==> src/hdl/pfd_pkg.sv <==
// ----------------------------------------------------------------------------
// pfd_pkg: shared types and constants of the per-source flood detector
// Holds the token that travels down the cell chain, the configuration
// bundle and the entry write bundle.
// ----------------------------------------------------------------------------
package pfd_pkg;

	localparam int ADDR_W  = 32;
	localparam int TIME_W  = 48;
	localparam int CNT_W   = 16;
	localparam int WIN_W   = 36;
	localparam int SPAN_W  = 49;
	localparam int IN_W    = 80;
	localparam int OUT_W   = 200;

	localparam logic [19:0]      US_PER_S      = 20'd1000000;
	localparam logic [CNT_W-1:0] CNT_MAX       = '1;
	localparam logic [CNT_W-1:0] THR_RESET     = 16'd100;
	localparam logic [WIN_W-1:0] WIN_US_RESET  = 36'd1000000;

	typedef enum logic {
		REG_ALERT_THRESHOLD = 1'b0,
		REG_WINDOW_LENGTH_S = 1'b1
	} reg_idx_t;

	typedef struct packed {
		logic [CNT_W-1:0] thr;
		logic [WIN_W-1:0] win_us;
	} cfg_t;

	typedef struct packed {
		logic              valid;
		logic              found;
		logic              alert;
		logic [ADDR_W-1:0] src;
		logic [TIME_W-1:0] ts;
		logic [CNT_W-1:0]  cnt;
		logic [TIME_W-1:0] first;
	} tok_t;

	typedef struct packed {
		logic              en;
		logic [ADDR_W-1:0] src;
		logic [CNT_W-1:0]  cnt;
		logic [TIME_W-1:0] wstart;
	} wr_t;

endpackage

==> src/hdl/pfd_cell.sv <==
// ----------------------------------------------------------------------------
// pfd_cell: one source entry of the flood detector table
// Holds address, count and window start of one entry. A lookup token passes
// through once per packet; the first active cell that matches updates itself
// and marks the token as found.
// ----------------------------------------------------------------------------
module pfd_cell (
	input  logic           clk,
	input  logic           arst_n,
	input  pfd_pkg::cfg_t  cfg,
	input  logic           active,
	input  logic           wr_sel,
	input  pfd_pkg::wr_t   wr,
	input  pfd_pkg::tok_t  tok_in,
	output pfd_pkg::tok_t  tok_out
);
	import pfd_pkg::*;

	logic [ADDR_W-1:0] addr_q;
	logic [CNT_W-1:0]  count_q;
	logic [TIME_W-1:0] wstart_q;

	logic              tok_valid_q;
	logic              tok_found_q;
	logic              tok_alert_q;
	logic [ADDR_W-1:0] tok_src_q;
	logic [TIME_W-1:0] tok_ts_q;
	logic [CNT_W-1:0]  tok_cnt_q;
	logic [TIME_W-1:0] tok_first_q;

	logic              hit;
	logic [SPAN_W-1:0] diff;
	logic              expired;
	logic [CNT_W-1:0]  cnt_base;
	logic [CNT_W-1:0]  cnt_new;
	logic [TIME_W-1:0] wst;
	logic              alert;

	always_comb begin
		hit      = tok_in.valid && !tok_in.found && active && (addr_q == tok_in.src);
		diff     = {1'b0, tok_in.ts} - {1'b0, wstart_q};
		expired  = $signed(diff) > $signed({{(SPAN_W-WIN_W){1'b0}}, cfg.win_us});
		cnt_base = expired ? '0 : count_q;
		cnt_new  = (cnt_base == CNT_MAX) ? CNT_MAX : cnt_base + 1'b1;
		wst      = expired ? tok_in.ts : wstart_q;
		alert    = cnt_new >= cfg.thr;
	end

	always_ff @(posedge clk) begin
		if (wr.en && wr_sel) begin
			addr_q   <= wr.src;
			count_q  <= wr.cnt;
			wstart_q <= wr.wstart;
		end else if (hit) begin
			count_q  <= alert ? '0 : cnt_new;
			wstart_q <= alert ? tok_in.ts : wst;
		end
	end

	always_ff @(posedge clk or negedge arst_n) begin
		if (!arst_n) begin
			tok_valid_q <= 1'b0;
		end else begin
			tok_valid_q <= tok_in.valid;
		end
	end

	always_ff @(posedge clk) begin
		tok_src_q <= tok_in.src;
		tok_ts_q  <= tok_in.ts;
		if (hit) begin
			tok_found_q <= 1'b1;
			tok_alert_q <= alert;
			tok_cnt_q   <= cnt_new;
			tok_first_q <= wst;
		end else begin
			tok_found_q <= tok_in.found;
			tok_alert_q <= tok_in.alert;
			tok_cnt_q   <= tok_in.cnt;
			tok_first_q <= tok_in.first;
		end
	end

	assign tok_out = {tok_valid_q, tok_found_q, tok_alert_q, tok_src_q, tok_ts_q,
		tok_cnt_q, tok_first_q};

endmodule

==> config.mk <==
export PLATFORM = sky130hd
export DESIGN_NAME = pfd_cell
export DESIGN_NICKNAME = d
export VERILOG_FILES = /design/src/hdl/pfd_pkg.sv /design/src/hdl/pfd_cell.sv
export SDC_FILE = /design/constraint.sdc
export NUM_CORES = 1
export LEC_CHECK = 0
export BUFFER_PORTS_ARGS = -buffer_cell sky130_fd_sc_hd__buf_2
export CAP_MARGIN = 40
export CORE_MARGIN = 8
export CORE_UTILIZATION = 45
export DETAILED_ROUTE_END_ITERATION = 6
export PLACE_DENSITY = 0.76
export SLEW_MARGIN = 20
export SYNTH_ARGS = -nofsm -noshare
export SYNTH_HDL_FRONTEND = slang
export SYNTH_SLANG_ARGS = --single-unit
==> constraint.sdc <==
create_clock -name clk -period 16.65 [get_ports clk]
set_input_delay 4.1625 -clock clk [delete_from_list [all_inputs] [get_ports clk]]
set_output_delay 4.1625 -clock clk [all_outputs]
set_load 0.005 [all_outputs]
==> impl_metrics.tcl <==
set metrics [dict create \
    status "complete, no violations" \
    postRouteAntennaNets 0 \
    synth_seq_cells 243 \
    cts_sinks 243 \
    worstSkewPairLatency_ns 0.54 \
    ys_async_sr_fraction_pct 0.4115 \
    tns_ns 0 \
    power_switching_uw 470.2 \
    synth_warnings 0 \
    die_h_um 188.7 \
    worst-path-max-fanout 29 \
    register_area_mm2 0.005831 \
    ctsHoldBuffers 0 \
    hold_violations 0 \
    crit_required_ns 16.91 \
    antenna_found_initial 9 \
    final_util_pct 57.22 \
    multi_input_area_mm2 0.006870 \
    syn-cell-area_mm2 0.01342 \
    cts.htree.levels 1 \
    crit_top_cell "a21oi_1" \
    drv_slew 0 \
    post-route-period-util_pct 83.11 \
    syn_inst 1400 \
    ys_types 71 \
    yosysMostFrequentCell "a21oi_1" \
    vdd_drop_max_uv 89.31 \
    core_area_mm2 0.02948 \
    seqPwrFrac_pct 40.9 \
    core.rowCount 63 \
    pwr_density_cell_mw_per_mm2 97.88 \
    tightest_slew_ns 0.7721 \
    synth_area_per_cell_um2 9.582 \
    io_buffers 446 \
    rsz0062_at_grt "false" \
    cpPeakStageDelay_ns 0.54 \
    place_congestion 0.8907 \
    finalSetupViolations 0 \
    routed-via-count 11810 \
    start_util_pct 45.51 \
    clkSlewWorstSetupHoldPaths_ns 0.06 \
    nNetsFinal 2231 \
    skew_ns 0.01579 \
    dr.pass1.iters 5 \
    synthTopCellsByCount "a21oi_1 (184), nor2_1 (150), dfxtp_1 (146)" \
    dr_wl_met3_um 3305 \
    p_comb_share_pct 23.5 \
    fill_cells 2658 \
    drt_iter0_drc 674 \
    internal_power_mw 1.181 \
    vias_per_cell 5.254 \
    worstPathArrival_ns 14.10 \
    pwr-share-clk_pct 35.6 \
    hp-class "reg2reg" \
    yosys_most_used_dff "dfxtp_1" \
    synth_edf_count 96 \
    die_area_mm2 0.03559 \
    synth_top_area_share_pct 21.79 \
    timing.fmax_mhz 72.26 \
    drive_gt1_share_pct 28.93 \
    cts_inserted_buffers 26 \
    worstSetupStartpointType "input pin" \
    slew_headroom_pct 48.13 \
    dp_hpwl_um 34230 \
    drt-met1-wl_um 17070 \
    tritoncts "yes" \
    cts.repair.resized 0 \
    io_pins 447 \
    seq_area_frac_synth_pct 43.46 \
    drv_cap 0 \
    fin_crit_ns 13.84 \
    syn_to_final_growth_pct 25.75 \
    post_cts_buffers 0 \
    wl_per_cell_um 18.86 \
    yosys-top-cells-area "dfxtp_1 (22%), edfxtp_1 (21%), ha_1 (9.4%), mux2i_1 (7.2%), a21oi_1 (6.9%)" \
    grt_use_total_pct 22.54 \
    synth_fp_nets 1802 \
    drc_errors 0 \
    endpoint_kind "register" \
    critPathKind "in2reg" \
    cts_root_buffer "clkbuf_16" \
    p_sw_share_pct 28.47 \
    grt_max_degree 63 \
    yosysTopAreaCell "dfxtp_1" \
    cp_slowest_cell "or4b_1" \
    leakagePower_nw 8.076 \
    cts_buffer_depth 3 \
    highest_layer "met4" \
    overflow 0 \
    grt_pass1_vias 12290 \
    wl_um 42370 \
    whs_ns 0.6082 \
    die_width_um 188.7 \
    grt_pass1_wl_um 65540 \
    wl_met2_um 21050 \
]
path summary, 6_finish.rpt:
| check | startpoint | end | slack, ns | cells after the start |
|---|---|---|---|---|
| min reg2reg | wstart_q[38] | tok_first_q[38] | 0.61 | 2 |
| max in group asynchronous | arst_n | tok_valid_q | 13.18 | 1 |
| min in group asynchronous | arst_n | tok_valid_q | 3.39 | 1 |
| min | wstart_q[38] | tok_first_q[38] | 0.61 | 2 |
| max | tok_in[64] | wstart_q[22] | 2.81 | 42 |
| max reg2reg | wstart_q[0] | wstart_q[22] | 6.18 | 40 |
placed cells by master (no fill, tap or decap), types with 54 or more instances in the layout:
cell        n
xnor2_1    54
ha_1      101
inv_1     115
dfxtp_1   146
buf_2     446
edfxtp_1   96
nor2_1    150
a21oi_1   184
nand2_1    73
mux2i_1    97
layout make-up:
type                    instances  area share, %
well taps                     390          2.893
inverters                     116          2.581
diodes                          8         0.1187
clock buffers                  33          4.190
flip-flops and latches        243          34.56
clock inverters                15          1.001
multi-input cells             987          40.73
repair buffers                455          13.93
worst max-delay path: cells and delay by family:
| kind | cells | cell delay (ns) |
|---|---|---|
| AO/OA/AOI/OAI | 13 | 2.77 |
| XOR/XNOR | 1 | 0.08 |
| multiplexers | 1 | 0.19 |
| AND/OR/NAND/NOR | 18 | 4.73 |
| adder cells (fa/ha/maj) | 5 | 1.43 |
| buffers and inverters | 4 | 0.67 |
cell families after synthesis:
family | count (synthesis) | share of synthesized area (%)
adders and majority gates | 102 | 9.569
AOI/OAI and AO/OA | 344 | 15.71
muxes | 111 | 8.413
DFF | 243 | 43.46
buffers and inverters | 170 | 5.559
xor gates and xnor gates | 78 | 5.092
and+or+nand+nor | 352 | 12.20
stage by stage:
stage	setup WS (ns)	total power [mW]	instance area, um^2	cells
detailed placement	2.221	1.072	15950	2190
global placement	2.265	1.064	15890	2186
global route	1.883	1.737	16870	2247
floorplan	3.819	0.9437	13420	1400
CTS	2.759	1.665	16830	2238
finish	2.812	1.651	16870	2247
power groups by stage:
stage	clock network [mW]	logic [mW]	registers, mW
5_1_grt	0.625	0.433	0.679
6_report	0.587	0.388	0.675
3_3_place_gp	0	0.377	0.687
4_1_cts	0.601	0.388	0.675
2_1_floorplan	0	0.256	0.688
3_5_place_dp	0	0.385	0.688
routing by layer:
layer  GRT usage, %  up-vias
met5              0        -
met4          6.735        0
li1               -     5846
met2          40.29      409
met3          6.155       62
met1          25.84     5489
flip-flops by register name, indices dropped and copies added (netlist names):
signal       count
tok_first_q     48
tok_found_q      1
count_q         16
addr_q          32
tok_src_q       32
tok_valid_q      1
tok_alert_q      1
tok_ts_q        48
wstart_q        48
tok_cnt_q       16
Power figures use the tool's default switching activity.
